[src/sv/rfge_pkg.sv]
// shared types and constants for the raster fill and glyph engine
package rfge_pkg;

    localparam int unsigned GlyphWidth  = 8;
    localparam int unsigned GlyphHeight = 16;
    localparam int unsigned GlyphRowBits = 8;
    localparam int unsigned GlyphRows    = 16;

    localparam int unsigned CoordW = 16;
    localparam int unsigned ClipW  = 18;
    localparam int unsigned SizeW  = 15;
    localparam int unsigned ColorW = 32;
    localparam int unsigned AddrW  = 32;

    localparam int unsigned CfgIndexW = 2;
    localparam int unsigned CfgDataW  = 32;

    localparam int unsigned InDataW  = 256;
    localparam int unsigned OutDataW = 64;

    // field positions in s_tdata
    localparam int unsigned PosXLsb   = 0;
    localparam int unsigned PosYLsb   = 16;
    localparam int unsigned RectWLsb  = 32;
    localparam int unsigned RectHLsb  = 47;
    localparam int unsigned ForeLsb   = 62;
    localparam int unsigned BackLsb   = 94;
    localparam int unsigned GTopLsb   = 126;
    localparam int unsigned GBotLsb   = 190;

    typedef enum logic [1:0] {
        OP_STEP  = 2'd0,
        OP_CLEAR = 2'd1,
        OP_FILL  = 2'd2,
        OP_GLYPH = 2'd3
    } opcode_t;

    typedef enum logic [CfgIndexW-1:0] {
        REG_BASE_ADDRESS  = 2'd0,
        REG_ROW_PITCH     = 2'd1,
        REG_SCREEN_WIDTH  = 2'd2,
        REG_SCREEN_HEIGHT = 2'd3
    } cfg_reg_t;

    typedef enum logic [2:0] {
        MODE_IDLE  = 3'b001,
        MODE_SOLID = 3'b010,
        MODE_GLYPH = 3'b100
    } walk_mode_t;

endpackage

[src/sv/raster_fill_and_glyph_engine_unit.sv]
// raster fill and glyph engine: clipped rectangle and glyph pixel-write walker
// pipeline: an input transfer lands in the input register, and the write that it makes
//   is then held in the output register, where a stall on m_tready can hold it
// throughput: one item per cycle while m_tready does not stall the output; clip compare
//   and a 32x16 row-address multiply share the single processing stage
// reset: synchronous active-low aresetn clears the configuration, walk and valid flags
module raster_fill_and_glyph_engine_unit (
    input  logic                              aclk,
    input  logic                              aresetn,
    // configuration write port
    input  logic                              cfg_we,
    input  logic [rfge_pkg::CfgIndexW-1:0]    cfg_index,
    input  logic [rfge_pkg::CfgDataW-1:0]     cfg_wdata,
    // command and step stream
    input  logic                              s_tvalid,
    output logic                              s_tready,
    // pos_x[15:0], pos_y[31:16], rect_width[46:32], rect_height[61:47],
    // fore_color[93:62], back_color[125:94], glyph_top[189:126],
    // glyph_bottom[253:190], zero[255:254]
    input  logic [rfge_pkg::InDataW-1:0]      s_tdata,
    input  logic [1:0]                        s_tuser,   // opcode[1:0]
    // pixel write stream
    output logic                              m_tvalid,
    input  logic                              m_tready,
    // write_address[31:0], pixel_value[63:32]
    output logic [rfge_pkg::OutDataW-1:0]     m_tdata,
    output logic                              m_tlast    // final_write
);

    // configuration
    logic [31:0] base_address_reg;
    logic [31:0] row_pitch_reg;
    logic [15:0] screen_width_reg;
    logic [15:0] screen_height_reg;

    // input register
    logic                          in_valid_reg;
    logic [rfge_pkg::InDataW-1:0]  in_data_reg;
    logic [1:0]                    in_op_reg;

    // walk state
    rfge_pkg::walk_mode_t walk_mode_reg, walk_mode_next;
    logic [15:0] cur_col_reg, cur_col_next;
    logic [15:0] cur_row_reg, cur_row_next;
    logic [15:0] first_col_reg, first_col_next;
    logic [15:0] end_col_reg, end_col_next;
    logic [15:0] end_row_reg, end_row_next;
    logic signed [15:0] origin_col_reg, origin_col_next;
    logic signed [15:0] origin_row_reg, origin_row_next;
    logic [31:0] row_start_reg, row_start_next;
    logic [31:0] draw_color_reg, draw_color_next;
    logic [31:0] blank_color_reg, blank_color_next;
    logic [rfge_pkg::GlyphRowBits-1:0] glyph_reg [rfge_pkg::GlyphRows];

    // output register
    logic        m_valid_reg;
    logic [63:0] m_data_reg;
    logic        m_last_reg;

    logic advance;
    logic emit;
    logic load_glyph;
    logic [31:0] out_addr;
    logic [31:0] out_pix;
    logic        out_last;

    // command fields
    rfge_pkg::opcode_t op;
    logic signed [15:0] f_pos_x, f_pos_y;
    logic [14:0]        f_rect_w, f_rect_h;
    logic [31:0]        f_fore, f_back;
    logic [63:0]        f_gtop, f_gbot;

    // clipping
    logic signed [rfge_pkg::ClipW-1:0] clip_x, clip_y, clip_w, clip_h;
    logic signed [rfge_pkg::ClipW-1:0] c0, c1, r0, r1, x_end, y_end;
    logic signed [rfge_pkg::ClipW-1:0] scr_w, scr_h;
    logic        clip_empty;
    logic [47:0] row_prod;

    // step
    logic [16:0] col_inc, row_inc;
    logic signed [rfge_pkg::ClipW-1:0] g_row, g_col;
    logic [rfge_pkg::GlyphRowBits-1:0] g_bits;
    logic        g_set;

    assign advance  = in_valid_reg && (!m_valid_reg || m_tready);
    assign s_tready = !in_valid_reg || advance;

    assign m_tvalid = m_valid_reg;
    assign m_tdata  = m_data_reg;
    assign m_tlast  = m_last_reg;

    always_comb begin
        op       = rfge_pkg::opcode_t'(in_op_reg);
        f_pos_x  = in_data_reg[rfge_pkg::PosXLsb +: 16];
        f_pos_y  = in_data_reg[rfge_pkg::PosYLsb +: 16];
        f_rect_w = in_data_reg[rfge_pkg::RectWLsb +: 15];
        f_rect_h = in_data_reg[rfge_pkg::RectHLsb +: 15];
        f_fore   = in_data_reg[rfge_pkg::ForeLsb +: 32];
        f_back   = in_data_reg[rfge_pkg::BackLsb +: 32];
        f_gtop   = in_data_reg[rfge_pkg::GTopLsb +: 64];
        f_gbot   = in_data_reg[rfge_pkg::GBotLsb +: 64];

        scr_w = $signed({2'b00, screen_width_reg});
        scr_h = $signed({2'b00, screen_height_reg});

        case (op)
            rfge_pkg::OP_CLEAR: begin
                clip_x = '0;
                clip_y = '0;
                clip_w = scr_w;
                clip_h = scr_h;
            end
            rfge_pkg::OP_GLYPH: begin
                clip_x = rfge_pkg::ClipW'(f_pos_x);
                clip_y = rfge_pkg::ClipW'(f_pos_y);
                clip_w = rfge_pkg::ClipW'(rfge_pkg::GlyphWidth);
                clip_h = rfge_pkg::ClipW'(rfge_pkg::GlyphHeight);
            end
            default: begin
                clip_x = rfge_pkg::ClipW'(f_pos_x);
                clip_y = rfge_pkg::ClipW'(f_pos_y);
                clip_w = $signed({3'b000, f_rect_w});
                clip_h = $signed({3'b000, f_rect_h});
            end
        endcase

        x_end = clip_x + clip_w;
        y_end = clip_y + clip_h;
        c0 = (clip_x < 0) ? '0 : clip_x;
        r0 = (clip_y < 0) ? '0 : clip_y;
        c1 = (x_end < scr_w) ? x_end : scr_w;
        r1 = (y_end < scr_h) ? y_end : scr_h;
        clip_empty = (c0 >= c1) || (r0 >= r1);
        row_prod = row_pitch_reg * r0[15:0];

        // pixel of the current walk position
        col_inc  = {1'b0, cur_col_reg} + 17'd1;
        row_inc  = {1'b0, cur_row_reg} + 17'd1;
        out_addr = row_start_reg + {14'd0, cur_col_reg, 2'b00};
        out_last = (col_inc == {1'b0, end_col_reg}) && (row_inc == {1'b0, end_row_reg});
        g_row = $signed({2'b00, cur_row_reg}) - rfge_pkg::ClipW'(origin_row_reg);
        g_col = $signed({2'b00, cur_col_reg}) - rfge_pkg::ClipW'(origin_col_reg);
        g_bits = (g_row >= 0 && g_row < rfge_pkg::ClipW'(rfge_pkg::GlyphRows))
                 ? glyph_reg[g_row[3:0]] : '0;
        g_set = (g_col >= 0 && g_col < rfge_pkg::ClipW'(rfge_pkg::GlyphRowBits))
                && g_bits[3'(rfge_pkg::GlyphRowBits - 1) - g_col[2:0]];
        out_pix = (walk_mode_reg == rfge_pkg::MODE_GLYPH && !g_set)
                  ? blank_color_reg : draw_color_reg;

        walk_mode_next   = walk_mode_reg;
        cur_col_next     = cur_col_reg;
        cur_row_next     = cur_row_reg;
        first_col_next   = first_col_reg;
        end_col_next     = end_col_reg;
        end_row_next     = end_row_reg;
        origin_col_next  = origin_col_reg;
        origin_row_next  = origin_row_reg;
        row_start_next   = row_start_reg;
        draw_color_next  = draw_color_reg;
        blank_color_next = blank_color_reg;
        emit       = 1'b0;
        load_glyph = 1'b0;

        if (op == rfge_pkg::OP_STEP) begin
            if (walk_mode_reg != rfge_pkg::MODE_IDLE) begin
                emit = 1'b1;
                if (out_last) begin
                    walk_mode_next = rfge_pkg::MODE_IDLE;
                end else if (col_inc == {1'b0, end_col_reg}) begin
                    cur_col_next   = first_col_reg;
                    cur_row_next   = row_inc[15:0];
                    row_start_next = row_start_reg + row_pitch_reg;
                end else begin
                    cur_col_next = col_inc[15:0];
                end
            end
        end else begin
            draw_color_next = f_fore;
            if (op == rfge_pkg::OP_GLYPH) begin
                blank_color_next = f_back;
                load_glyph       = 1'b1;
            end
            if (clip_empty) begin
                walk_mode_next = rfge_pkg::MODE_IDLE;
            end else begin
                walk_mode_next  = (op == rfge_pkg::OP_GLYPH) ? rfge_pkg::MODE_GLYPH
                                                              : rfge_pkg::MODE_SOLID;
                first_col_next  = c0[15:0];
                cur_col_next    = c0[15:0];
                end_col_next    = c1[15:0];
                cur_row_next    = r0[15:0];
                end_row_next    = r1[15:0];
                origin_col_next = clip_x[15:0];
                origin_row_next = clip_y[15:0];
                row_start_next  = base_address_reg + row_prod[31:0];
            end
        end
    end

    always_ff @(posedge aclk) begin
        if (!aresetn) begin
            base_address_reg  <= '0;
            row_pitch_reg     <= '0;
            screen_width_reg  <= '0;
            screen_height_reg <= '0;
        end else if (cfg_we) begin
            unique case (rfge_pkg::cfg_reg_t'(cfg_index))
                rfge_pkg::REG_BASE_ADDRESS:  base_address_reg  <= cfg_wdata;
                rfge_pkg::REG_ROW_PITCH:     row_pitch_reg     <= cfg_wdata;
                rfge_pkg::REG_SCREEN_WIDTH:  screen_width_reg  <= cfg_wdata[15:0];
                rfge_pkg::REG_SCREEN_HEIGHT: screen_height_reg <= cfg_wdata[15:0];
                default: ;
            endcase
        end
    end

    always_ff @(posedge aclk) begin
        if (!aresetn) begin
            in_valid_reg <= 1'b0;
        end else if (s_tready) begin
            in_valid_reg <= s_tvalid;
        end
        if (s_tvalid && s_tready) begin
            in_data_reg <= s_tdata;
            in_op_reg   <= s_tuser;
        end
    end

    always_ff @(posedge aclk) begin
        if (!aresetn) begin
            walk_mode_reg <= rfge_pkg::MODE_IDLE;
        end else if (advance) begin
            walk_mode_reg <= walk_mode_next;
        end
        if (advance) begin
            cur_col_reg     <= cur_col_next;
            cur_row_reg     <= cur_row_next;
            first_col_reg   <= first_col_next;
            end_col_reg     <= end_col_next;
            end_row_reg     <= end_row_next;
            origin_col_reg  <= origin_col_next;
            origin_row_reg  <= origin_row_next;
            row_start_reg   <= row_start_next;
            draw_color_reg  <= draw_color_next;
            blank_color_reg <= blank_color_next;
        end
        // the first row of each half sits in that half's top byte
        if (advance && load_glyph) begin
            for (int i = 0; i < rfge_pkg::GlyphRows / 2; i++) begin
                glyph_reg[i] <= f_gtop[63 - 8 * i -: 8];
                glyph_reg[i + rfge_pkg::GlyphRows / 2] <= f_gbot[63 - 8 * i -: 8];
            end
        end
    end

    always_ff @(posedge aclk) begin
        if (!aresetn) begin
            m_valid_reg <= 1'b0;
        end else if (advance && emit) begin
            m_valid_reg <= 1'b1;
        end else if (m_tready) begin
            m_valid_reg <= 1'b0;
        end
        if (advance && emit) begin
            m_data_reg <= {out_pix, out_addr};
            m_last_reg <= out_last;
        end
    end

endmodule
[config.mk]
export PLATFORM = sky130hd
export DESIGN_NAME = raster_fill_and_glyph_engine_unit
export DESIGN_NICKNAME = d
export VERILOG_FILES = /design/src/sv/rfge_pkg.sv /design/src/sv/raster_fill_and_glyph_engine_unit.sv
export SDC_FILE = /design/constraint.sdc
export NUM_CORES = 2
export LEC_CHECK = 0
export ABC_CLOCK_PERIOD_IN_PS = 13200
export BUFFER_PORTS_ARGS = -buffer_cell sky130_fd_sc_hd__clkbuf_2
export CAP_MARGIN = 20
export CORE_UTILIZATION = 35
export CTS_BUF_LIST = sky130_fd_sc_hd__clkbuf_4
export DETAILED_ROUTE_END_ITERATION = 16
export PLACE_DENSITY_LB_ADDON = 0.25
export SLEW_MARGIN = 20
export SYNTH_ARGS = -nofsm -noshare
export SYNTH_HDL_FRONTEND = slang
export SYNTH_SLANG_ARGS = --single-unit
[constraint.sdc]
create_clock -name aclk -period 13.2 [get_ports aclk]
set_clock_uncertainty 0.1 [all_clocks]
set_input_delay 1.32 -clock aclk [delete_from_list [all_inputs] [get_ports aclk]]
set_output_delay 1.32 -clock aclk [all_outputs]
set_load 0.03 [all_outputs]
==> impl_metrics.tcl <==
set metrics [dict create \
    status "finished clean" \
    antenna_found_initial 41 \
    synth.top_cell.area_share_pct 41.2 \
    grt_pass1_wl_mm 203 \
    die_x_um 372 \
    synthCells 4191 \
    io_pins 364 \
    critPathCaptureType "flop" \
    cpPeakStageDelay_ns 0.95 \
    hpwl_mm 99.8 \
    yosys_warnings 0 \
    tritoncts "built" \
    nFillCells 13208 \
    max_freq_mhz 94.2 \
    slew_viol_final 0 \
    grt_max_degree 76 \
    cap_violations 0 \
    drt_first_iter_violations 2214 \
    firstDrtPassIters 5 \
    portBuffers 361 \
    hp-start "s_tdata[142]" \
    synth_nets 5075 \
    min_period_ns 10.61 \
    finalSetupViolations 0 \
    min_to "in_data_reg[142]$_DFFE_PP_" \
    register_area_sq_um 21700 \
    synth_area_per_cell_sq_um 11.4 \
    grt_pass1_vias 33697 \
    cts_sinks 757 \
    dieArea_sq_um 138000 \
    yosysUniqueCellTypes 90 \
    synth-main-ff-cell "edfxtp_1" \
    cts.htree.levels 4 \
    cp.required_ns 13.84 \
    wl_per_cell_um 20.3 \
    grt_overflow 0 \
    startpoint_type "flop" \
    avgViaCountPerCell 4.98 \
    drc 0 \
    peakVddDrop_mv 0.0920 \
    hold_viol 0 \
    synth.area.mux_share_pct 3.88 \
    rsz0062_at_grt "false" \
    yosysSeqAreaShare_pct 45.4 \
    hold_path_depth 1 \
    slew_headroom_pct 27.5 \
    ctsResizeCount 0 \
    drt_wl_total_mm 134 \
    largest_reg_flops 254 \
    finalCritPeriodShare_pct 80.4 \
    timing.setup.tns_ns 0 \
    finalPower_mw 6.03 \
    synth_area_sq_um 47800 \
    asyncSetResetFlopFracSynth_pct 0 \
    rows 135 \
    yosys.area_share.adder_pct 20.4 \
    power_leakage_nw 22.4 \
    cp_slowest_cell "ha_1" \
    synth_top_area_cell "edfxtp_1" \
    holdBufCountCts 0 \
    reg2reg_from "in_op_reg[0]$_DFFE_PP_" \
    synthSimpleGateAreaFrac_pct 12.0 \
    cts_max_path_buffers 3 \
    worstSetupPathType "flop to flop" \
    startpoint "in_op_reg[0]$_DFFE_PP_" \
    synth_area_leaders "edfxtp_1 41%, fa_1 14%, ha_1 6.9%" \
    layout_common_cells "656 x edfxtp_1, 610 x nand2_1, 533 x inv_1" \
    root_buffer "clkbuf_4" \
    vias 32801 \
    gp_congestion 0.870 \
    power.density_nw_per_um2 111 \
    core_sq_um 135000 \
    path_common_cell "o21ai_0" \
    ys_ff_latch 757 \
    initial_utilization_pct 35.3 \
    final_common_cell "edfxtp_1" \
    synth_compound_area_share_pct 9.06 \
    synth_xor_area_share_pct 3.61 \
    worst_pin_slew_ns 1.09 \
    clk_latency_ns 1.20 \
    synth_edf_count 656 \
    die_h_um 372 \
    clk_pin_slew_worst_paths_ns 0.07 \
    holdCritPathClass "input port to flop" \
    ff2ff_path_depth 36 \
    multi_input_area_sq_um 23500 \
    drive_above_1_share_pct 17.7 \
    post_cts_buffers 0 \
    r2r_slack_ns 2.59 \
    r2r_end "first_col_reg[11]$_DFFE_PP_" \
    synthToLayoutAreaGrowth_pct 13.6 \
    fin_nets 5530 \
    cts_inserted_buffers 197 \
    synth_top_family_by_area "adder cells" \
    crit_fanout 47 \
    worstPathArrival_ns 11.25 \
    track_usage_pct 19.7 \
    ant_nets 0 \
]
==> stage by stage <==
| step | util, % | worst slack, ns | hold slack (ns) | instances | instance area (sq um) |
|---|---|---|---|---|---|
| final | 40.1 | 2.59 | 0.215 | 6589 | 54300 |
| after detailed placement | 38.2 | 2.66 | 0.305 | 6228 | 51700 |
| after global routing | 40.1 | 1.79 | 0.0860 | 6579 | 54300 |
| after floorplan | - | 3.92 | 0.300 | 4191 | 47800 |
| after global placement | 38.2 | 2.71 | 0.301 | 6227 | 51700 |
| after CTS | 40.1 | 2.50 | 0.0394 | 6577 | 54300 |
==> kinds of logic after synthesis <==
family / after synthesis
AND/OR/NAND/NOR: 1211
flip-flops: 757
buffers and inverters: 694
AO/OA/AOI/OAI: 636
adder cells (fa/ha/maj): 587
XOR/XNOR: 185
multiplexers: 121
==> worst max-delay path: cells and delay by family, from the launching register on <==
family / cells / cell delay, ns
compound gates: 17 / 3.52
mux: 1 / 0.43
flops: 1 / 0.32
fa+ha+maj: 5 / 1.93
simple gates: 8 / 1.64
buf+inv: 5 / 2.17
==> routing by layer <==
layer,global-route usage [%],up-vias,wire [um]
met5,0,-,273
met4,6.11,42,3370
met3,5.12,219,10700
met2,31.7,1003,62100
met1,25.9,16109,57600
li1,-,15428,-
==> area by class of cell <==
class | count | area share [%]
Clock buffer | 293 | 4.05
Tap cell | 1781 | 4.10
Multi-Input combinational cell | 2740 | 43.3
Antenna cell | 12 | 0.0553
Sequential cell | 757 | 40.0
Timing Repair Buffer | 414 | 4.06
Clock inverter | 56 | 0.760
Inverter | 536 | 3.71
==> cell usage after synthesis (all sizes together), types with 71 or more instances <==
library cell	n
ha	263
clkbuf	129
xor2	71
xnor2	108
edfxtp	656
nand2	610
and2	89
fa	324
nor2	155
inv	535
a21oi	134
and3	111
a21boi	109
a21o	75
o21ai	98
dfxtp	101
==> power by group <==
part | leakage (nW) | internal [mW] | switching (mW)
Sequential | 7.01 | 2.76 | 0.0923
Clock | 1.54 | 1.06 | 1.05
Combinational | 13.8 | 0.427 | 0.642
Total | 22.4 | 4.24 | 1.78
==> worst max-delay path by stage <==
stage	end	slack, ns	cells after the start
floorplan	cur_row_reg[0]$_DFFE_PP_	3.92	38
global placement	first_col_reg[9]$_DFFE_PP_	2.71	36
detailed placement	first_col_reg[8]$_DFFE_PP_	2.66	36
CTS	first_col_reg[5]$_DFFE_PP_	2.50	36
global route	first_col_reg[11]$_DFFE_PP_	1.79	36
finish	first_col_reg[11]$_DFFE_PP_	2.59	36
Note: power is estimated with default switching activity, not from simulation.
